===== src/rtl/core/raq_pkg.sv =====
// Package for the per-row absmax int8 quantizer.
// Holds default widths, field constants and the sequencer state type.
// No dependencies.
`timescale 1ns / 1ps
`default_nettype none

package raq_pkg;

   localparam int RAQ_SAMPLE_BITS     = 16;
   localparam int RAQ_SCALE_FRAC_BITS = 8;
   localparam int RAQ_SCALE_BITS      = 17;
   localparam int RAQ_QUANT_BITS      = 8;
   localparam int RAQ_QMAX            = 127;
   localparam int RAQ_QUANT_STEPS     = 8;

   // Divider sizing for the default parameters.
   localparam int RAQ_SCALE_STEPS =
      RAQ_SAMPLE_BITS + RAQ_SCALE_FRAC_BITS - 6;
   localparam int RAQ_REM_BITS =
      (RAQ_SAMPLE_BITS + 7 > RAQ_SAMPLE_BITS + RAQ_SCALE_FRAC_BITS + 1) ?
      RAQ_SAMPLE_BITS + 7 : RAQ_SAMPLE_BITS + RAQ_SCALE_FRAC_BITS + 1;
   localparam int RAQ_QUO_BITS =
      (RAQ_SCALE_STEPS > RAQ_QUANT_STEPS) ? RAQ_SCALE_STEPS : RAQ_QUANT_STEPS;
   localparam int RAQ_CNT_BITS = $clog2(RAQ_QUO_BITS + 1);

   typedef enum logic [1:0] {
      ST_IDLE,
      ST_DIVIDE,
      ST_RESPOND
   } state_type;

endpackage

`default_nettype wire


===== src/rtl/core/raq_req_if.sv =====
// Request channel of the quantizer: valid/ready plus one input item.
// Depends on raq_pkg for the default sample width.
`timescale 1ns / 1ps
`default_nettype none

interface raq_req_if #(
   parameter int SAMPLE_BITS = raq_pkg::RAQ_SAMPLE_BITS
) ();
   logic                          valid;
   logic                          ready;
   logic                          action;
   logic signed [SAMPLE_BITS-1:0] sample;
   logic                          row_end;

   modport source (output valid, action, sample, row_end, input ready);
   modport sink   (input valid, action, sample, row_end, output ready);
endinterface

`default_nettype wire


===== src/rtl/core/raq_rsp_if.sv =====
// Response channel of the quantizer: valid/ready plus one result item.
// Depends on raq_pkg for the field widths.
`timescale 1ns / 1ps
`default_nettype none

interface raq_rsp_if ();
   logic                                   valid;
   logic                                   ready;
   logic                                   is_scale;
   logic [raq_pkg::RAQ_SCALE_BITS-1:0]     row_scale;
   logic signed [raq_pkg::RAQ_QUANT_BITS-1:0] quantized;

   modport source (output valid, is_scale, row_scale, quantized, input ready);
   modport sink   (input valid, is_scale, row_scale, quantized, output ready);
endinterface

`default_nettype wire


===== src/rtl/core/row_absmax_int8_quantizer.sv =====
// Top level of the per-row absmax int8 quantizer: peak tracking, sequencer
// and response register around the shared divider.
// Depends on raq_pkg, raq_req_if, raq_rsp_if and raq_div.
`timescale 1ns / 1ps
`default_nettype none

// Each row is streamed twice: measure requests (action 0) track the largest
// magnitude; the one with row_end set latches the peak, clears the tracker
// and returns the scale peak*2^SCALE_FRAC_BITS/127 (1.0 for an all-zero
// row). Quantize requests (action 1) each return round(sample*127/peak),
// halves away from zero, saturated to +-127, or 0 while the peak is zero.
// A measure request without row_end returns nothing and the block is
// ready again in the next cycle. Every other request is handled alone:
// it is accepted, runs through the restoring divider (a quantize request
// or a scale request), has its quotient captured into the response
// register and is answered; the response is held until taken. Requests
// that answer zero or 1.0 skip the divider.
module row_absmax_int8_quantizer #(
   parameter int SAMPLE_BITS     = raq_pkg::RAQ_SAMPLE_BITS,
   parameter int SCALE_FRAC_BITS = raq_pkg::RAQ_SCALE_FRAC_BITS
) (
   input wire logic clock,
   input wire logic reset,
   raq_req_if.sink   req_ch,
   raq_rsp_if.source rsp_ch
);

   localparam int SCALE_BITS  = raq_pkg::RAQ_SCALE_BITS;
   localparam int QUANT_BITS  = raq_pkg::RAQ_QUANT_BITS;
   localparam int QUANT_STEPS = raq_pkg::RAQ_QUANT_STEPS;
   localparam int SCALE_STEPS = SAMPLE_BITS + SCALE_FRAC_BITS - 6;
   localparam int REM_BITS =
      (SAMPLE_BITS + 7 > SAMPLE_BITS + SCALE_FRAC_BITS + 1) ?
      SAMPLE_BITS + 7 : SAMPLE_BITS + SCALE_FRAC_BITS + 1;
   localparam int QUO_BITS =
      (SCALE_STEPS > QUANT_STEPS) ? SCALE_STEPS : QUANT_STEPS;
   localparam int CNT_BITS = $clog2(QUO_BITS + 1);

   raq_pkg::state_type state_ff, state_in;

   logic [SAMPLE_BITS-1:0] running_peak_ff, running_peak_in;
   logic [SAMPLE_BITS-1:0] latched_peak_ff, latched_peak_in;
   logic                   neg_ff, neg_in;
   logic                   op_scale_ff, op_scale_in;
   logic                   is_scale_ff, is_scale_in;
   logic [SCALE_BITS-1:0]  row_scale_ff, row_scale_in;
   logic [QUANT_BITS-1:0]  quantized_ff, quantized_in;

   logic                   accept;
   logic [SAMPLE_BITS-1:0] sample_u;
   logic                   sample_neg;
   logic [SAMPLE_BITS-1:0] mag;
   logic [SAMPLE_BITS-1:0] new_peak;

   logic                   div_start;
   logic [REM_BITS-1:0]    div_numer;
   logic [REM_BITS:0]      div_denom;
   logic [CNT_BITS-1:0]    div_steps;
   logic                   div_done;
   logic [QUO_BITS-1:0]    div_quot;

   logic [REM_BITS-1:0]    scale_numer;
   logic [REM_BITS-1:0]    quant_numer;
   logic [QUO_BITS+SCALE_BITS-1:0] quot_ext;
   logic [QUANT_BITS-2:0]  q_mag;
   logic [QUANT_BITS-1:0]  q_signed;

   assign accept     = req_ch.valid && req_ch.ready;
   assign sample_u   = req_ch.sample;
   assign sample_neg = sample_u[SAMPLE_BITS-1];
   // Most negative sample maps to 2^(SAMPLE_BITS-1), which still fits.
   assign mag        = sample_neg ? (~sample_u + SAMPLE_BITS'(1)) : sample_u;
   assign new_peak   = (mag > running_peak_ff) ? mag : running_peak_ff;

   // Scale: (2*peak*2^F + 127) / 254; quantize: (254*mag + peak) / (2*peak).
   assign scale_numer = REM_BITS'({new_peak, {(SCALE_FRAC_BITS + 1){1'b0}}})
                        + REM_BITS'(raq_pkg::RAQ_QMAX);
   assign quant_numer = (REM_BITS'(mag) << 8) - (REM_BITS'(mag) << 1)
                        + REM_BITS'(latched_peak_ff);

   // Saturate whenever the quotient reaches 128.
   assign quot_ext = {{SCALE_BITS{1'b0}}, div_quot};
   assign q_mag    = div_quot[QUANT_BITS-1] ? (QUANT_BITS-1)'(raq_pkg::RAQ_QMAX)
                                            : div_quot[QUANT_BITS-2:0];
   assign q_signed = neg_ff ? (~{1'b0, q_mag} + QUANT_BITS'(1)) : {1'b0, q_mag};

   always_ff @(posedge clock) begin
      if (reset) begin
         state_ff        <= raq_pkg::ST_IDLE;
         running_peak_ff <= '0;
         latched_peak_ff <= '0;
      end else begin
         state_ff        <= state_in;
         running_peak_ff <= running_peak_in;
         latched_peak_ff <= latched_peak_in;
      end
   end

   always_ff @(posedge clock) begin
      neg_ff       <= neg_in;
      op_scale_ff  <= op_scale_in;
      is_scale_ff  <= is_scale_in;
      row_scale_ff <= row_scale_in;
      quantized_ff <= quantized_in;
   end

   always_comb begin
      state_in        = state_ff;
      running_peak_in = running_peak_ff;
      latched_peak_in = latched_peak_ff;
      neg_in          = neg_ff;
      op_scale_in     = op_scale_ff;
      is_scale_in     = is_scale_ff;
      row_scale_in    = row_scale_ff;
      quantized_in    = quantized_ff;
      div_start       = 1'b0;
      div_numer       = quant_numer;
      div_denom       = (REM_BITS + 1)'(latched_peak_ff) << 8;
      div_steps       = CNT_BITS'(QUANT_STEPS);
      req_ch.ready    = 1'b0;
      rsp_ch.valid    = 1'b0;

      unique case (state_ff)
         raq_pkg::ST_IDLE: begin
            req_ch.ready = 1'b1;
            if (req_ch.valid) begin
               neg_in = sample_neg;
               if (!req_ch.action) begin
                  running_peak_in = new_peak;
                  if (req_ch.row_end) begin
                     latched_peak_in = new_peak;
                     running_peak_in = '0;
                     op_scale_in     = 1'b1;
                     if (new_peak == '0) begin
                        is_scale_in  = 1'b1;
                        row_scale_in = SCALE_BITS'(1) << SCALE_FRAC_BITS;
                        quantized_in = '0;
                        state_in     = raq_pkg::ST_RESPOND;
                     end else begin
                        div_start = 1'b1;
                        div_numer = scale_numer;
                        div_denom = (REM_BITS + 1)'(2 * raq_pkg::RAQ_QMAX)
                                    << (SCALE_STEPS - 1);
                        div_steps = CNT_BITS'(SCALE_STEPS);
                        state_in  = raq_pkg::ST_DIVIDE;
                     end
                  end
               end else begin
                  op_scale_in = 1'b0;
                  if (latched_peak_ff == '0) begin
                     is_scale_in  = 1'b0;
                     row_scale_in = '0;
                     quantized_in = '0;
                     state_in     = raq_pkg::ST_RESPOND;
                  end else begin
                     div_start = 1'b1;
                     state_in  = raq_pkg::ST_DIVIDE;
                  end
               end
            end
         end
         raq_pkg::ST_DIVIDE: begin
            if (div_done) begin
               is_scale_in = op_scale_ff;
               if (op_scale_ff) begin
                  row_scale_in = quot_ext[SCALE_BITS-1:0];
                  quantized_in = '0;
               end else begin
                  row_scale_in = '0;
                  quantized_in = q_signed;
               end
               state_in = raq_pkg::ST_RESPOND;
            end
         end
         raq_pkg::ST_RESPOND: begin
            rsp_ch.valid = 1'b1;
            if (rsp_ch.ready) begin
               state_in = raq_pkg::ST_IDLE;
            end
         end
         default: begin
            state_in = raq_pkg::ST_IDLE;
         end
      endcase
   end

   assign rsp_ch.is_scale  = is_scale_ff;
   assign rsp_ch.row_scale = row_scale_ff;
   assign rsp_ch.quantized = quantized_ff;

   raq_div #(
      .REM_BITS (REM_BITS),
      .QUO_BITS (QUO_BITS),
      .CNT_BITS (CNT_BITS)
   ) u_div (
      .clock    (clock),
      .reset    (reset),
      .start    (div_start),
      .numer    (div_numer),
      .denom_sh (div_denom),
      .steps    (div_steps),
      .done     (div_done),
      .quot     (div_quot)
   );

   a_done_in_divide: assert property (@(posedge clock) disable iff (reset)
      div_done |-> state_ff == raq_pkg::ST_DIVIDE)
      else $error("divider finished outside the divide state");

   a_peak_cleared: assert property (@(posedge clock) disable iff (reset)
      (accept && !req_ch.action && req_ch.row_end) |=> running_peak_ff == '0)
      else $error("running peak not cleared at row end");

   a_quant_range: assert property (@(posedge clock) disable iff (reset)
      (rsp_ch.valid && !rsp_ch.is_scale) |->
         (rsp_ch.quantized != -8'sd128 && rsp_ch.row_scale == '0))
      else $error("quantized response out of range");

   a_scale_clean: assert property (@(posedge clock) disable iff (reset)
      (rsp_ch.valid && rsp_ch.is_scale) |-> rsp_ch.quantized == '0)
      else $error("scale response carries a quantized value");

endmodule

`default_nettype wire


===== src/rtl/core/raq_div.sv =====
// Shared restoring divider: one quotient bit per cycle against a
// pre-shifted divisor. Depends on raq_pkg for default sizes.
`timescale 1ns / 1ps
`default_nettype none

module raq_div #(
   parameter int REM_BITS = raq_pkg::RAQ_REM_BITS,
   parameter int QUO_BITS = raq_pkg::RAQ_QUO_BITS,
   parameter int CNT_BITS = raq_pkg::RAQ_CNT_BITS
) (
   input  wire logic                clock,
   input  wire logic                reset,
   input  wire logic                start,
   input  wire logic [REM_BITS-1:0] numer,
   input  wire logic [REM_BITS:0]   denom_sh,
   input  wire logic [CNT_BITS-1:0] steps,
   output logic                     done,
   output logic [QUO_BITS-1:0]      quot
);

   logic [REM_BITS-1:0] rem_ff, rem_in;
   logic [REM_BITS:0]   dsh_ff, dsh_in;
   logic [QUO_BITS-1:0] quo_ff, quo_in;
   logic [CNT_BITS-1:0] cnt_ff, cnt_in;
   logic                busy_ff, busy_in;
   logic                done_ff, done_in;
   logic                fits;
   logic [REM_BITS:0]   diff;

   assign fits = {1'b0, rem_ff} >= dsh_ff;
   assign diff = {1'b0, rem_ff} - dsh_ff;

   always_comb begin
      rem_in  = rem_ff;
      dsh_in  = dsh_ff;
      quo_in  = quo_ff;
      cnt_in  = cnt_ff;
      busy_in = busy_ff;
      done_in = 1'b0;
      if (start) begin
         rem_in  = numer;
         dsh_in  = denom_sh;
         quo_in  = '0;
         cnt_in  = steps;
         busy_in = 1'b1;
      end else if (busy_ff) begin
         if (fits) begin
            rem_in = diff[REM_BITS-1:0];
         end
         quo_in = {quo_ff[QUO_BITS-2:0], fits};
         dsh_in = dsh_ff >> 1;
         cnt_in = cnt_ff - CNT_BITS'(1);
         if (cnt_ff == CNT_BITS'(1)) begin
            busy_in = 1'b0;
            done_in = 1'b1;
         end
      end
   end

   always_ff @(posedge clock) begin
      if (reset) begin
         busy_ff <= 1'b0;
         done_ff <= 1'b0;
      end else begin
         busy_ff <= busy_in;
         done_ff <= done_in;
      end
   end

   always_ff @(posedge clock) begin
      rem_ff <= rem_in;
      dsh_ff <= dsh_in;
      quo_ff <= quo_in;
      cnt_ff <= cnt_in;
   end

   assign done = done_ff;
   assign quot = quo_ff;

   a_no_restart: assert property (@(posedge clock) disable iff (reset)
      start |-> !busy_ff)
      else $error("divider restarted while busy");

   a_done_after_busy: assert property (@(posedge clock) disable iff (reset)
      done_ff |-> $past(busy_ff))
      else $error("divider done without a running division");

endmodule

`default_nettype wire


===== src/flat_wrapper.sv =====
// flat-port wrapper written by rule: the top's interface ports become plain ports
module row_absmax_int8_quantizer_flat 
#(
   parameter int SAMPLE_BITS     = raq_pkg::RAQ_SAMPLE_BITS,
   parameter int SCALE_FRAC_BITS = raq_pkg::RAQ_SCALE_FRAC_BITS
)
  (clock, reset, req_ch_valid, req_ch_action, req_ch_sample, req_ch_row_end, req_ch_ready, rsp_ch_valid, rsp_ch_is_scale, rsp_ch_row_scale, rsp_ch_quantized, rsp_ch_ready);
  raq_req_if #(.SAMPLE_BITS(SAMPLE_BITS)) req_ch_i ();
  raq_rsp_if rsp_ch_i ();
  input wire logic clock;
  input wire logic reset;
  input wire logic [$bits(req_ch_i.valid)-1:0] req_ch_valid;
  input wire logic [$bits(req_ch_i.action)-1:0] req_ch_action;
  input wire logic [$bits(req_ch_i.sample)-1:0] req_ch_sample;
  input wire logic [$bits(req_ch_i.row_end)-1:0] req_ch_row_end;
  output wire logic [$bits(req_ch_i.ready)-1:0] req_ch_ready;
  output wire logic [$bits(rsp_ch_i.valid)-1:0] rsp_ch_valid;
  output wire logic [$bits(rsp_ch_i.is_scale)-1:0] rsp_ch_is_scale;
  output wire logic [$bits(rsp_ch_i.row_scale)-1:0] rsp_ch_row_scale;
  output wire logic [$bits(rsp_ch_i.quantized)-1:0] rsp_ch_quantized;
  input wire logic [$bits(rsp_ch_i.ready)-1:0] rsp_ch_ready;
  assign req_ch_i.valid = req_ch_valid;
  assign req_ch_i.action = req_ch_action;
  assign req_ch_i.sample = req_ch_sample;
  assign req_ch_i.row_end = req_ch_row_end;
  assign req_ch_ready = req_ch_i.ready;
  assign rsp_ch_valid = rsp_ch_i.valid;
  assign rsp_ch_is_scale = rsp_ch_i.is_scale;
  assign rsp_ch_row_scale = rsp_ch_i.row_scale;
  assign rsp_ch_quantized = rsp_ch_i.quantized;
  assign rsp_ch_i.ready = rsp_ch_ready;
  row_absmax_int8_quantizer #(.SAMPLE_BITS(SAMPLE_BITS), .SCALE_FRAC_BITS(SCALE_FRAC_BITS)) u_core (.clock(clock), .reset(reset), .req_ch(req_ch_i), .rsp_ch(rsp_ch_i));
endmodule

===== config.mk =====
export PLATFORM = sky130hd
export DESIGN_NAME = row_absmax_int8_quantizer_flat
export DESIGN_NICKNAME = d
export VERILOG_FILES = /design/src/rtl/core/raq_pkg.sv /design/src/rtl/core/raq_req_if.sv /design/src/rtl/core/raq_rsp_if.sv /design/src/rtl/core/row_absmax_int8_quantizer.sv /design/src/rtl/core/raq_div.sv /design/src/flat_wrapper.sv
export SDC_FILE = /design/constraint.sdc
export NUM_CORES = 1
export LEC_CHECK = 0
export ABC_AREA = 1
export BUFFER_PORTS_ARGS = -buffer_cell sky130_fd_sc_hd__buf_2
export CELL_PAD_IN_SITES_DETAIL_PLACEMENT = 0
export CELL_PAD_IN_SITES_GLOBAL_PLACEMENT = 2
export CORE_MARGIN = 2
export CORE_UTILIZATION = 40
export CTS_BUF_LIST = sky130_fd_sc_hd__clkbuf_8 sky130_fd_sc_hd__clkbuf_16
export DETAILED_ROUTE_END_ITERATION = 16
export GPL_TIMING_DRIVEN = 0
export PLACE_DENSITY_LB_ADDON = 0.1
export SYNTH_ARGS = -nofsm -noshare
export SYNTH_HDL_FRONTEND = slang
export SYNTH_SLANG_ARGS = --single-unit

===== constraint.sdc =====
create_clock -name clock -period 11.2 [get_ports clock]
set_clock_uncertainty 0.2 [all_clocks]
set_input_delay 1.12 -clock clock [delete_from_list [all_inputs] [get_ports clock]]
set_output_delay 1.12 -clock clock [all_outputs]
set_load 0.02 [all_outputs]

[Word level (Yosys, flattened, before mapping)]
Index checks and enable logic that the tools add are counted.
Word-level totals
  register bits after elaboration: 137
  input bits: 22
  output and inout port bits: 28
  word-level logic and storage cells: 122
Cells by class
  add/subtract/negate cells: 7
  order comparisons: 2
  equality and inequality tests: 9
  multiplexer cells: 71
  bitwise operators: 4
  reductions and logical operators: 15
Operators by type and width (number)
  two-way mux 25 bit: 9
  two-way mux 26 bit: 6
  two-way mux 17 bit: 7
  two-way mux 8 bit: 8
  two-way mux 16 bit: 3
  two-way mux 5 bit: 7
  one-hot mux 17 bit (2 select lines): 1
  logical NOT 16 bit: 2
  greater-or-equal comparator 25 x 26 -> 1 bit: 1
  adder 25 x 16 -> 25 bit: 1
  adder 25 x 7 -> 25 bit, second input constant: 1
  subtractor 24 x 17 -> 25 bit: 1
  subtractor 25 bit: 1
  two-way mux 1 bit: 19
  adder 16 x 1 -> 16 bit, second input constant: 1
  > comparator 16 bit: 1
  inverter 16 bit: 1
  one-hot mux 8 bit (2 select lines): 1
  two-way mux 2 bit: 7
  adder 8 x 1 -> 8 bit, second input constant: 1
  inverter 7 -> 8 bit: 1
  AND reduction 4 bit: 2
  nonzero test 2 bit: 4
  two-way mux 7 bit: 1
  15 further kinds: 21

[Logic depth before layout (Yosys ltp)]
Gate-level depths: netlist of the first run.
  depth in word-level cells: 13
  mapped depth: 33
  gate-level depth less buffers: 31

[Cells and area by module]
A second synthesis of the first run with hierarchy kept.
Second synthesis, totals
  cell total of the unflattened synthesis: 1511
  area, all modules: 10477.5 um^2
By module, submodules not included
  row_absmax_int8_quantizer: instances 1, cells each 802, area an instance 5446.5 um^2, sequential area each 1521.5 um^2
  raq_div: instances 1, cells each 709, area an instance 5031.1 um^2, sequential area each 2082.0 um^2

[Worst setup path after synthesis of the first run]
No wires, ideal clock.
  kind: input to register
  start point: input port req_ch_sample[0]
  end point: register u_core.u_div.cnt_ff[0] (enable)
  library setup time: 388 ps
  arrival: 4725 ps
  required time: 10612 ps
  setup slack: 5887 ps
  stages: 30
  buffers on the path: 1
  cell sequence: inv_1 -> ha_1 -> nand3_1 -> nand2_2 -> nand4_2 -> inv_1 -> a31oi_1 -> xor2_1 -> ha_1 -> nand4_1 -> nor2_1 -> nand2_1 -> nor2_2 -> nand3_1 -> nand2_1 -> inv_2 -> nand2_8 -> nand2_4 -> buf_6 -> nand2_1 -> nand2_1 -> nor2_1 -> nand2_1 -> nor2_2 -> nand2_2 -> nand2_2 -> nand2_4 -> nand2_8 -> inv_2 -> or2_1
Between the ends
  cells in the longest elaborated chain, start to end: 12
Ends and longest elaborated chain
  from (decl): RTL line flat_wrapper.sv:14  | input wire logic [$bits(req_ch_i.sample)-1:0] req_ch_sample;
  inverter 16 bit: RTL line row_absmax_int8_quantizer.sv:72  | assign mag = sample_neg ? (~sample_u + SAMPLE_BITS'(1)) : sample_u;
  adder 16 x 1 -> 16 bit: RTL line row_absmax_int8_quantizer.sv:72
  two-way mux 16 bit *: RTL line row_absmax_int8_quantizer.sv:72
  > comparator 16 bit: RTL line row_absmax_int8_quantizer.sv:73  | assign new_peak = (mag > running_peak_ff) ? mag : running_peak_ff;
  two-way mux 16 bit *: RTL line row_absmax_int8_quantizer.sv:73
  logical NOT 16 bit *: RTL line row_absmax_int8_quantizer.sv:134  | if (new_peak == '0) begin
  two-way mux 1 bit *: RTL line row_absmax_int8_quantizer.sv:134
  two-way mux 1 bit *: RTL line row_absmax_int8_quantizer.sv:130  | if (req_ch.row_end) begin
  two-way mux 1 bit *: RTL line row_absmax_int8_quantizer.sv:128  | if (!req_ch.action) begin
  two-way mux 1 bit *: RTL line row_absmax_int8_quantizer.sv:126  | if (req_ch.valid) begin
  two-way mux 1 bit *: RTL line row_absmax_int8_quantizer.sv:123  | unique case (state_ff)
  nonzero test 2 bit (no source line) *
  to (signal assigned): RTL line raq_div.sv:74  | cnt_ff <= cnt_in;
  to (decl): RTL line raq_div.sv:24  | logic [CNT_BITS-1:0] cnt_ff, cnt_in;
Every way passes the cells marked *; elsewhere a longest branch is shown, timed or not.
A chain may end at the register's enable or synchronous reset.

[Worst setup path in the final report of the first run]
  start point: input port req_ch_sample[0]
  end point: register u_core.u_div.rem_ff[23] (enable)
Between the ends
  cells in the longest elaborated chain, start to end: 13
  elaborated cells between the ends (all ways): 14
  classes of those cells: add/sub (1); order compare (1); mux (7); bitwise (1); reduce/logical (4)
Ends and longest elaborated chain
  inverter 16 bit: RTL line row_absmax_int8_quantizer.sv:72
  adder 16 x 1 -> 16 bit: RTL line row_absmax_int8_quantizer.sv:72
  two-way mux 16 bit *: RTL line row_absmax_int8_quantizer.sv:72
  > comparator 16 bit: RTL line row_absmax_int8_quantizer.sv:73
  two-way mux 16 bit *: RTL line row_absmax_int8_quantizer.sv:73
  logical NOT 16 bit *: RTL line row_absmax_int8_quantizer.sv:134
  two-way mux 1 bit *: RTL line row_absmax_int8_quantizer.sv:134
  two-way mux 1 bit *: RTL line row_absmax_int8_quantizer.sv:130
  two-way mux 1 bit *: RTL line row_absmax_int8_quantizer.sv:128
  two-way mux 1 bit *: RTL line row_absmax_int8_quantizer.sv:126
  two-way mux 1 bit *: RTL line row_absmax_int8_quantizer.sv:123
  nonzero test 2 bit (no source line)
  AND reduction 2 bit (no source line) *
  to (signal assigned): RTL line raq_div.sv:71  | rem_ff <= rem_in;
  to (decl): RTL line raq_div.sv:21  | logic [REM_BITS-1:0] rem_ff, rem_in;
Marks and branches as above.

==> reports/qor.json, run 1 <==
{
  "status": "finished, final reports clean",
  "crit_path_max_fanout": 25,
  "final_cell_mix": "239 x nand2_1, 218 x inv_1, 104 x a21oi_1, 85 x nor2_1, 83 x edfxtp_1",
  "cts_buffers": 17,
  "arrival_ns": 6.31,
  "cts_tree": "yes",
  "final_nets": 1387,
  "report.final.setup_viol": 0,
  "final_layout_size_suffix_gt1_frac": 0.122,
  "synth_area_leaders": "edfxtp_1 26%, dfxtp_1 11%, ha_1 9.4%",
  "crit_path_top_delay_cell": "nand2_1",
  "ports_placed_on_the_boundary": 50,
  "cts-root-buf": "clkbuf_16",
  "synth_area_sq_mm": 0.00954,
  "synth-edff-count": 83,
  "cts_post_setup_buffers_inserted": 0,
  "antenna_violating_nets_post_route": 0,
  "synth.yosys.seq_area_share": 0.372,
  "critPathMaxStageDelay_ns": 0.73,
  "netlist.area_leader.share": 0.261,
  "yosys_warnings": 0,
  "std_cell_rows": 56,
  "die_x_microns": 158,
  "first_pass_grt_wire_length_mm": 42.4,
  "timing_max_transition_violations_final": 0,
  "placement.setup.worst_slack_ns": 4.06,
  "die_h_microns": 158,
  "netlist_instances": 1218,
  "worst_slew_pin_slew_ns": 1.19,
  "p_per_area_mw_per_mm2": 214,
  "finalWorstPathRequiredPeriod_ns": 6.61,
  "cts.htree.levels": 4,
  "insertedDiodeCount": 0,
  "hold_violations": 0,
  "tritoncts_num_sinks": 136,
  "worst-endpoint-required_ns": 10.90,
  "relSlewSlack": 0.206,
  "cts_resized": 0,
  "globalRouteTotalUtil": 0.225,
  "synth.distinct_cells": 49,
  "synth_flop_cell": "edfxtp_1",
  "power.leakage_nw": 5.10,
  "synth_nets": 1320,
  "tritonroute_pass_1_iters": 5,
  "clock_path_buffers": 2,
  "ys_seq_elements": 136,
  "crit_type": "input pin to register",
  "synthArstFlopShare": 0,
  "wl_per_cell_microns": 16.8,
  "gp_congestion": 0.825,
  "detailed_place_hpwl_mm": 21.6,
  "cp-end-kind": "register",
  "min-delay-path-class": "register to register",
  "rsz_0062_raised_after_global_routing": "no",
  "crit_path_frequent_cell": "nand2_1",
  "vdd_ir_drop_max_mv": 0.0769,
  "initial_core_util": 0.406,
  "grt_start_max_net_pins": 31,
  "core_footprint_sq_mm": 0.0235,
  "synth.avg_cell_area_sq_um": 7.83,
  "post-route-worst-setup-slack_ns": 4.59,
  "clk_pin_slew_worst_paths_ns": 0.07,
  "post-route-period-util": 0.590,
  "detail_route.vias_per_cell": 4.89,
  "drcViolationCount": 0,
  "io_buffer_count": 48,
  "grt_pass1_vias": 7576,
  "clkLatencyLatePin_ns": 0.44,
  "post_detailed_routing_wire_length_mm": 27.2,
  "startpoint_class": "input pin",
  "area_leader_netlist": "edfxtp_1",
  "initialDrtViolationCount": 499,
  "cap_violations": 0,
  "die_area_sq_mm": 0.0251,
  "globalRoute.totalOverflow": 0,
  "count_of_vias_placed_by_the_detailed_router": 7900,
  "post_cts_hold_buffer_count": 0,
  "antenna_found_initial": 0,
  "setup_total_negative_slack_ns": 0,
  "max_freq_mhz": 151,
  "final_core_utilization": 0.460,
  "layout.cells.most_common": "nand2_1",
  "flow.area_growth_from_synthesis_pct": 13.2
}
-- report_power, final --
part           total [mW]  internal [mW]  switching (mW)
Sequential          0.724          0.681          0.0436
Clock               0.605          0.342           0.263
Combinational       0.988          0.353           0.635
Total                2.32           1.38           0.941
-- Yosys cell counts, types with 4 or more instances --
| cell | count |
|---|---|
| a21oi_1 | 104 |
| a22oi_1 | 13 |
| a31oi_1 | 4 |
| buf_4 | 5 |
| buf_6 | 4 |
| clkbuf_1 | 16 |
| dfxtp_1 | 53 |
| edfxtp_1 | 83 |
| fa_1 | 8 |
| ha_1 | 72 |
| inv_1 | 218 |
| inv_2 | 22 |
| nand2_1 | 239 |
| nand2_2 | 11 |
| nand2_4 | 4 |
| nand3_1 | 45 |
| nand4_1 | 8 |
| nor2_1 | 85 |
| nor3_1 | 7 |
| nor4_1 | 8 |
| o211ai_1 | 22 |
| o21a_1 | 4 |
| o21ai_0 | 61 |
| o21ai_1 | 10 |
| o21bai_1 | 4 |
| o22ai_2 | 10 |
| or2_2 | 4 |
| xnor2_1 | 10 |
| xor2_1 | 47 |
-- metrics by stage --
step                power (mW)  instance area [sq um]  hold slack [ns]  instances
global placement          1.72                  10200            0.273       1585
CTS                       2.34                  10800            0.285       1617
floorplan                 1.46                   9540            0.258       1218
global route              2.49                  10800            0.307       1617
finish                    2.32                  10800            0.285       1617
detailed placement        1.72                  10200            0.275       1585
-- critical path, delay by kind of cell --
kind / cells / cell delay [ns]
compound gates: 1 / 0.09
simple gates: 18 / 2.89
fa+ha+maj: 2 / 0.51
xor+xnor: 1 / 0.56
buf+inv: 5 / 1.11
-- cell families after synthesis --
group           after synthesis  synth area share
compound gates              248             0.155
xor+xnor                     57            0.0523
fa+ha+maj                    80             0.111
buf+inv                     271             0.112
flops                       136             0.372
simple gates                426             0.197
-- state kept, by name, summed over array words and instances (netlist names), 5 cells and up --
register                 flops
u_core.u_div.dsh_ff         25
u_core.u_div.rem_ff         25
u_core.rsp_ch.row_scale     17
u_core.u_div.quot           17
u_core.latched_peak_ff      16
u_core.running_peak_ff      16
u_core.rsp_ch.quantized      8
u_core.u_div.cnt_ff          5
-- final timing paths --
check	startpoint	to	slack, ns	cells past startpoint
setup / recovery	req_ch_sample[0]	u_core.u_div.rem_ff[23]	4.59	27
hold / removal	u_core.running_peak_ff[12]	u_core.running_peak_ff[12]	0.29	2
setup reg to reg	u_core.u_div.dsh_ff[0]	u_core.u_div.rem_ff[23]	6.10	11
hold reg to reg	u_core.running_peak_ff[12]	u_core.running_peak_ff[12]	0.29	2
-- cell type report --
| class | count | area [sq um] |
|---|---|---|
| Fill cell | 2446 | 12700 |
| Multi-Input combinational cell | 811 | 4920 |
| Inverter | 242 | 908 |
| Clock buffer | 17 | 425 |
| Timing Repair Buffer | 48 | 240 |
| Tap cell | 319 | 399 |
| Buffer | 29 | 160 |
| Sequential cell | 136 | 3550 |
| Clock inverter | 15 | 198 |
-- routing by layer --
layer / GRT usage / wire [microns]
met3: 0.0269 / 685
met2: 0.378 / 12800
met4: 0.0476 / 361
met1: 0.311 / 13400
met5: 0 / 0
Power figures use the tool's default switching activity.
==> inputs of run 2 (changes only) <==
- CORE_UTILIZATION: 40 -> 37
- clock period: 11.2 -> 6.5 ns (I/O delays scaled with it)
==> run 2 against run 1 <==
Compared with the run above: count of clock-buffer cells in the layout unchanged; clock power up 74%; non-clock buffer count is the same; routed wire length rose by 2.9%; sequential share of layout area fell by 0.061 points; register-to-register slack got worse by 4.3 ns; sequential cell count unchanged; die area is 7.9% higher; global-route usage is 1.3 points lower; sequential power rose by 73%; final area is 0.19% higher.
==> reports/qor.json, run 2 (same netlist as run 1, synthesis figures left out) <==
{
  "p_int": {"value": 2.37, "unit": "mW", "change": "+72%"},
  "placed_cell_area": {"value": 0.0102, "unit": "sq mm", "change": "+0.13%"},
  "clk_pin_slew_worst_paths": {"value": 0.07, "unit": "ns", "change": "about the same"},
  "placement.setup.worst_slack": {"value": -0.191, "unit": "ns", "change": "-4.25 ns"},
  "cts-root-buf": "clkbuf_16",
  "ports_placed_on_the_boundary": {"value": 50, "change": "unchanged"},
  "first_pass_grt_wire_length": {"value": 43.5, "unit": "mm", "change": "+2.4%"},
  "flow.area_growth_from_synthesis_pct": 13.4,
  "antenna_found_initial": {"value": 0, "change": "unchanged"},
  "cts_buffers": {"value": 17, "change": "unchanged"},
  "post-route-period-util": 0.879,
  "cts_post_setup_buffers_inserted": {"value": 0, "change": "unchanged"},
  "wl_per_cell": {"value": 17.2, "unit": "microns", "change": "+2.2%"},
  "setup_total_negative_slack": {"value": 0, "unit": "ns", "change": "unchanged"},
  "cap_violations": {"value": 0, "change": "unchanged"},
  "antenna_violating_nets_post_route": {"value": 0, "change": "unchanged"},
  "power_frac_seq": {"value": 0.311, "change": "-0.002"},
  "worst-endpoint-required": {"value": 6.32, "unit": "ns", "change": "-4.58 ns"},
  "post-route-worst-setup-slack": {"value": 0.786, "unit": "ns", "change": "-3.80 ns"},
  "final_layout_size_suffix_gt1_frac": {"value": 0.122, "change": "+0.000770"},
  "initial_core_util": {"value": 0.378, "change": "-0.0287"},
  "clkLatencyLatePin": {"value": 0.43, "unit": "ns", "change": "about the same"},
  "post-route-cell-area": {"value": 0.0108, "unit": "sq mm", "change": "+0.19%"},
  "crit_type": "input pin to register",
  "grt_pass1_vias": {"value": 7575, "change": "-0.013%"},
  "die_h": {"value": 165, "unit": "microns", "change": "+3.9%"},
  "switchingPower": {"value": 1.64, "unit": "mW", "change": "+74%"},
  "rsz_0062_raised_after_global_routing": "no",
  "final_nets": {"value": 1387, "change": "unchanged"},
  "cp-end-kind": "register",
  "gp_congestion": {"value": 0.852, "change": "+3.2%"},
  "share_comb_of_total_power": {"value": 0.427, "change": "about the same"},
  "power_frac_clock": {"value": 0.262, "change": "about the same"},
  "vdd_ir_drop_max": {"value": 0.191, "unit": "mV", "change": "+150%"},
  "clock_path_buffers": {"value": 2, "change": "unchanged"},
  "detail_route.vias_per_cell": {"value": 4.94, "change": "+1.1%"},
  "layout.cells.most_common": "nand2_1",
  "report.final.setup_viol": {"value": 0, "change": "unchanged"},
  "relSlewSlack": {"value": 0.262, "change": "+0.0557"},
  "max_freq_mhz": 175,
  "std_cell_rows": {"value": 58, "change": "+3.6%"},
  "timing_max_transition_violations_final": {"value": 0, "change": "unchanged"},
  "gr-usage-met1": {"value": 0.292, "change": "-0.0189"},
  "final_cell_mix": "238 x nand2_1, 218 x inv_1, 104 x a21oi_1, 85 x nor2_1, 83 x edfxtp_1",
  "crit_path_max_fanout": {"value": 25, "change": "unchanged"},
  "globalRouteTotalUtil": {"value": 0.212, "change": "-0.0127"},
  "p_total": {"value": 4.01, "unit": "mW", "change": "+73%"},
  "io_buffer_count": {"value": 48, "change": "unchanged"},
  "gr-usage-met2": {"value": 0.356, "change": "-0.0222"},
  "drcViolationCount": {"value": 0, "change": "unchanged"},
  "cts.htree.levels": {"value": 4, "change": "unchanged"},
  "grt_start_max_net_pins": {"value": 31, "change": "unchanged"},
  "final.fill_count": {"value": 2695, "change": "+10%"},
  "grt_most_used_layer": "met2",
  "grt_use_met3": {"value": 0.0281, "change": "+0.00118"},
  "startpoint_class": "input pin",
  "insertedDiodeCount": {"value": 0, "change": "unchanged"},
  "arrival": {"value": 5.53, "unit": "ns", "change": "-0.78 ns"},
  "die_x": {"value": 165, "unit": "microns", "change": "+3.9%"},
  "tritonroute_pass_1_iters": {"value": 5, "change": "unchanged"},
  "detailed_place_hpwl": {"value": 22.1, "unit": "mm", "change": "+2.4%"},
  "count_of_vias_placed_by_the_detailed_router": {"value": 8043, "change": "+1.8%"},
  "hold_violations": {"value": 0, "change": "unchanged"},
  "p_per_area": {"value": 371, "unit": "mW/mm^2", "change": "+73%"},
  "post_cts_hold_buffer_count": {"value": 0, "change": "unchanged"},
  "switching_share": {"value": 0.409, "change": "+0.00276"},
  "status": "finished, final reports clean",
  "registers_with_the_most_flip_flops": "u_core.u_div.dsh_ff x25, u_core.u_div.rem_ff x25",
  "finalWorstPathRequiredPeriod_ns": 5.71,
  "globalRoute.totalOverflow": {"value": 0, "change": "unchanged"},
  "die_area": {"value": 0.0271, "unit": "sq mm", "change": "+7.9%"},
  "cts_tree": "yes",
  "power.leakage": {"value": 5.11, "unit": "nW", "change": "about the same"},
  "post_detailed_routing_wire_length": {"value": 28.0, "unit": "mm", "change": "+2.9%"},
  "tritoncts_num_sinks": {"value": 136, "change": "unchanged"},
  "worst_slew_pin_slew": {"value": 1.09, "unit": "ns", "change": "-0.0945 ns"},
  "core_footprint": {"value": 0.0253, "unit": "sq mm", "change": "+7.6%"},
  "min-delay-path-class": "register to register",
  "initialDrtViolationCount": {"value": 490, "change": "-1.8%"}
}
[run 2: changes by cell type in the layout (fill, tap and decap cells not counted), sizes merged]
cell and change:
clkinv +2, clkinvlp -1, inv -1
[run 2: repair_timing]
action	4_1_cts	5_1_grt
gates resized for setup	0	1
hold endpoints to repair	0	0
endpoints found under the setup margin	0	25
[run 2: final timing paths]
path | from | end | slack (ns) | cells after the start
max | req_ch_sample[0] | u_core.u_div.rem_ff[11] | 0.79 | 27
min reg2reg | u_core.running_peak_ff[12] | u_core.running_peak_ff[12] | 0.28 | 2
min | u_core.running_peak_ff[12] | u_core.running_peak_ff[12] | 0.28 | 2
max reg2reg | u_core.u_div.dsh_ff[0] | u_core.u_div.rem_ff[11] | 1.80 | 11
[run 2: critical path: stages]
cell and delay (ns):
buf_2 0.15, inv_1 0.29, ha_1 0.27, nand3_1 0.12, nand2_2 0.13, nand4_2 0.11
inv_1 0.10, a31oi_1 0.09, xor2_1 0.54, ha_1 0.24, nand4_1 0.14, nor2_1 0.11
nand2_1 0.07, nor2_2 0.18, nand4_4 0.18, clkbuf_1 0.31, nand3_1 0.17, nand2_1 0.15
nor2_1 0.13, nand2_1 0.06, nor2_1 0.17, nand2_2 0.15, nand2_2 0.10, nand2_4 0.07
nand2_8 0.11, buf_2 0.27, nand2_2 0.44
[run 2: final cells by class]
type	instances	area (sq um)	area share
inverter	242	908	0.0839
timing repair buffer	48	240	0.0222
clock buffer	17	425	0.0393
tap	330	413	0.0382
multi-input combinational	811	4920	0.455
sequential	136	3550	0.328
buffer	29	160	0.0148
clock inverter	15	201	0.0186
[run 2: through the flow]
stage               cells  hold WS [ns]  utilization
CTS                  1628         0.279        0.428
finish               1628         0.285        0.429
detailed placement   1596         0.274        0.404
floorplan            1218         0.258            -
global route         1628         0.284        0.429
global placement     1596         0.270        0.404
[run 2: per-layer routing]
layer / part of all wire / vias to the layer above
met5: 0 / -
met4: 0.0088 / 0
met3: 0.029 / 16
met2: 0.47 / 125
met1: 0.49 / 3783
li1: - / 4119
[run 2: power by group through the flow]
stage / Combinational (mW) / Clock (mW) / Sequential (mW)
final: 1.71 / 1.05 / 1.25
after global routing: 1.94 / 1.11 / 1.27
after CTS: 1.73 / 1.07 / 1.25
after detailed placement: 1.71 / 0 / 1.27
after global placement: 1.72 / 0 / 1.26
after floorplan: 1.24 / 0 / 1.28
==> inputs of run 3 (changes only) <==
- clock period: 6.5 -> 6.1 ns (I/O delays scaled with it)
==> run 3 against run 2 <==
Compared with the run above: first-iteration DRC count up 5.3%; die area unchanged; clock power up 7%; final area up 0.10%; highest routed layer unchanged.
==> reports/qor.json, run 3 (same netlist as run 1, synthesis figures left out) <==
{
  "status": "finished, final reports clean",
  "crit_path_max_fanout": {"value": 25, "change": "unchanged"},
  "layout.cells.most_common": "nand2_1",
  "cap_violations": {"value": 0, "change": "unchanged"},
  "io_buffer_count": {"value": 48, "change": "unchanged"},
  "die_h": {"value": 165, "unit": "microns", "change": "unchanged"},
  "antenna_found_initial": {"value": 0, "change": "unchanged"},
  "die_area": {"value": 0.0271, "unit": "sq mm", "change": "unchanged"},
  "insertedDiodeCount": {"value": 0, "change": "unchanged"},
  "post_layout_nonfiller_instances": {"value": 1628, "change": "unchanged"},
  "initialDrtViolationCount": {"value": 516, "change": "+5.3%"},
  "p_per_area": {"value": 395, "unit": "mW/mm^2", "change": "+6.5%"},
  "count_of_vias_placed_by_the_detailed_router": {"value": 8038, "change": "-0.062%"},
  "antenna_violating_nets_post_route": {"value": 0, "change": "unchanged"},
  "setup_total_negative_slack": {"value": 0, "unit": "ns", "change": "unchanged"},
  "max_freq_mhz": 180,
  "clk_pin_slew_worst_paths": {"value": 0.07, "unit": "ns", "change": "about the same"},
  "globalRouteTotalUtil": {"value": 0.212, "change": "unchanged"},
  "power.leakage": {"value": 5.10, "unit": "nW", "change": "-0.14%"},
  "arrival": {"value": 5.37, "unit": "ns", "change": "-0.16 ns"},
  "final_core_utilization": {"value": 0.429, "change": "+0.000446"},
  "clock_path_buffers": {"value": 2, "change": "unchanged"},
  "rsz_0062_raised_after_global_routing": "no",
  "final_layout_size_suffix_gt1_frac": {"value": 0.124, "change": "+0.00154"},
  "drcViolationCount": {"value": 0, "change": "unchanged"},
  "std_cell_rows": {"value": 58, "change": "unchanged"},
  "relSlewSlack": {"value": 0.283, "change": "+0.0214"},
  "initial_core_util": {"value": 0.378, "change": "unchanged"},
  "regToRegStartpoint": "u_core.u_div.dsh_ff[0]",
  "cp-end-kind": "register",
  "registers_with_the_most_flip_flops": "u_core.u_div.dsh_ff x25, u_core.u_div.rem_ff x25",
  "path_cells": "buf_2 > inv_1 > ha_1 > nand3_1 > nand2_2 > xor2_1 > ha_1 > nand4_1 > nor3b_1 > nand4_4 > clkbuf_1 > nand3_1 > nand2_1 > nor2_1 > nand2_1 > nor2_1 > nand2_2 > nand2_2 > nand2_4 > nand2_8 > buf_2 > nand2_2",
  "cts_tree": "yes",
  "first_pass_grt_wire_length": {"value": 43.5, "unit": "mm", "change": "unchanged"},
  "post_cts_hold_buffer_count": {"value": 0, "change": "unchanged"},
  "hold_violations": {"value": 0, "change": "unchanged"},
  "detail_route.vias_per_cell": {"value": 4.94, "change": "about the same"},
  "post-route-cell-area": {"value": 0.0108, "unit": "sq mm", "change": "+0.10%"},
  "critPathMaxStageDelay": {"value": 0.71, "unit": "ns", "change": "+0.17 ns"},
  "cts-root-buf": "clkbuf_16",
  "clkLatencyLatePin": {"value": 0.43, "unit": "ns", "change": "about the same"},
  "core_footprint": {"value": 0.0253, "unit": "sq mm", "change": "unchanged"},
  "hold_ws": {"value": 0.253, "unit": "ns", "change": "-0.0322 ns"},
  "finalWorstPathRequiredPeriod_ns": 5.56,
  "holdPathEnd": "u_core.state_ff[1]",
  "startpoint_class": "input pin",
  "worst-endpoint-required": {"value": 5.92, "unit": "ns", "change": "-0.40 ns"},
  "grt_start_max_net_pins": {"value": 31, "change": "unchanged"},
  "worst_r2r_path_depth": {"value": 11, "change": "unchanged"},
  "die_x": {"value": 165, "unit": "microns", "change": "unchanged"},
  "worstReg2RegEnd": "u_core.u_div.rem_ff[11]",
  "crit_path_frequent_cell": "nand2_2",
  "placed_cell_area": {"value": 0.0102, "unit": "sq mm", "change": "unchanged"},
  "cts.htree.levels": {"value": 4, "change": "unchanged"},
  "flow.area_growth_from_synthesis_pct": 13.6,
  "hold_path_depth": {"value": 4, "change": "+2"},
  "gp_congestion": {"value": 0.852, "change": "unchanged"},
  "detailed_place_hpwl": {"value": 22.1, "unit": "mm", "change": "unchanged"},
  "cts_buffers": {"value": 17, "change": "unchanged"},
  "grt_pass1_vias": {"value": 7575, "change": "unchanged"},
  "crit_path_top_delay_cell": "xor2_1",
  "post_detailed_routing_wire_length": {"value": 27.9, "unit": "mm", "change": "-0.21%"},
  "reg2reg_setup_slack": {"value": 1.42, "unit": "ns", "change": "-0.38 ns"},
  "tritonroute_pass_1_iters": {"value": 5, "change": "unchanged"},
  "post-route-worst-setup-slack": {"value": 0.545, "unit": "ns", "change": "-0.241 ns"},
  "worst_slew_pin_slew": {"value": 1.06, "unit": "ns", "change": "-0.0317 ns"},
  "tritoncts_num_sinks": {"value": 136, "change": "unchanged"},
  "min_from": "rsp_ch_ready",
  "p_total": {"value": 4.28, "unit": "mW", "change": "+6.6%"},
  "post-route-period-util": 0.911,
  "wl_per_cell": {"value": 17.2, "unit": "microns", "change": "-0.21%"},
  "ports_placed_on_the_boundary": {"value": 50, "change": "unchanged"},
  "report.final.setup_viol": {"value": 0, "change": "unchanged"},
  "placement.setup.worst_slack": {"value": -0.551, "unit": "ns", "change": "-0.360 ns"},
  "final_nets": {"value": 1387, "change": "unchanged"},
  "final_cell_mix": "238 x nand2_1, 217 x inv_1, 104 x a21oi_1, 85 x nor2_1, 83 x edfxtp_1",
  "timing_max_transition_violations_final": {"value": 0, "change": "unchanged"},
  "vdd_ir_drop_max": {"value": 0.203, "unit": "mV", "change": "+6.5%"},
  "crit_type": "input pin to register",
  "globalRoute.totalOverflow": {"value": 0, "change": "unchanged"},
  "min-delay-path-class": "input pin to register",
  "numPlacedInstances": {"value": 1596, "change": "unchanged"}
}
[run 3: cell types whose count changed in the layout (fill, tap and decap cells not counted), sizes merged]
cell	previous run	this run
inv	249	248
clkinvlp	0	1
[run 3: area by class of cell]
cell class	count	area, sq um
clock inverters	15	201
clock buffers	17	425
repair buffers	48	240
plain buffers	29	160
multi-input cells	811	4930
inverters	242	912
flip-flops and latches	136	3550
well taps	330	413
fillers	2691	14400
[run 3: worst max path at each step]
stage | from | to | slack, ns | cells after the start
final | req_ch_sample[0] | u_core.u_div.rem_ff[11] | 0.54 | 22
after global routing | req_ch_sample[0] | u_core.u_div.rem_ff[9] | 0.06 | 27
after CTS | req_ch_sample[0] | u_core.u_div.rem_ff[11] | 0.31 | 27
after detailed placement | req_ch_sample[0] | u_core.u_div.dsh_ff[22] | -0.55 | 27
after global placement | req_ch_sample[0] | u_core.u_div.rem_ff[20] | -0.62 | 27
after floorplan | req_ch_sample[0] | u_core.u_div.cnt_ff[0] | 1.30 | 30
[run 3: worst max-delay path: cells and delay by family]
| family | cells | cell delay [ns] |
|---|---|---|
| and+or+nand+nor | 15 | 2.48 |
| buffers and inverters | 4 | 1.01 |
| xor gates and xnor gates | 1 | 0.71 |
| adders and majority gates | 2 | 0.52 |
[run 3: layer usage]
metal / global-route usage / wire, microns / vias up
li1: - / - / 4125
met1: 0.292 / 13600 / 3771
met2: 0.356 / 13300 / 126
met3: 0.0281 / 839 / 16
met4: 0.0447 / 248 / 0
met5: 0 / 0 / -
[run 3: repair_timing]
item / 4_1_cts / 5_1_grt
buffers inserted: 0 / 0
setup endpoints to repair: 55 / 75
gates resized for setup: 2 / 2
[run 3: power breakdown]
| group | internal [mW] | leakage (nW) | switching (mW) |
|---|---|---|---|
| clock | 0.630 | 0.308 | 0.492 |
| sequential | 1.25 | 1.22 | 0.0808 |
| combinational | 0.649 | 3.57 | 1.18 |
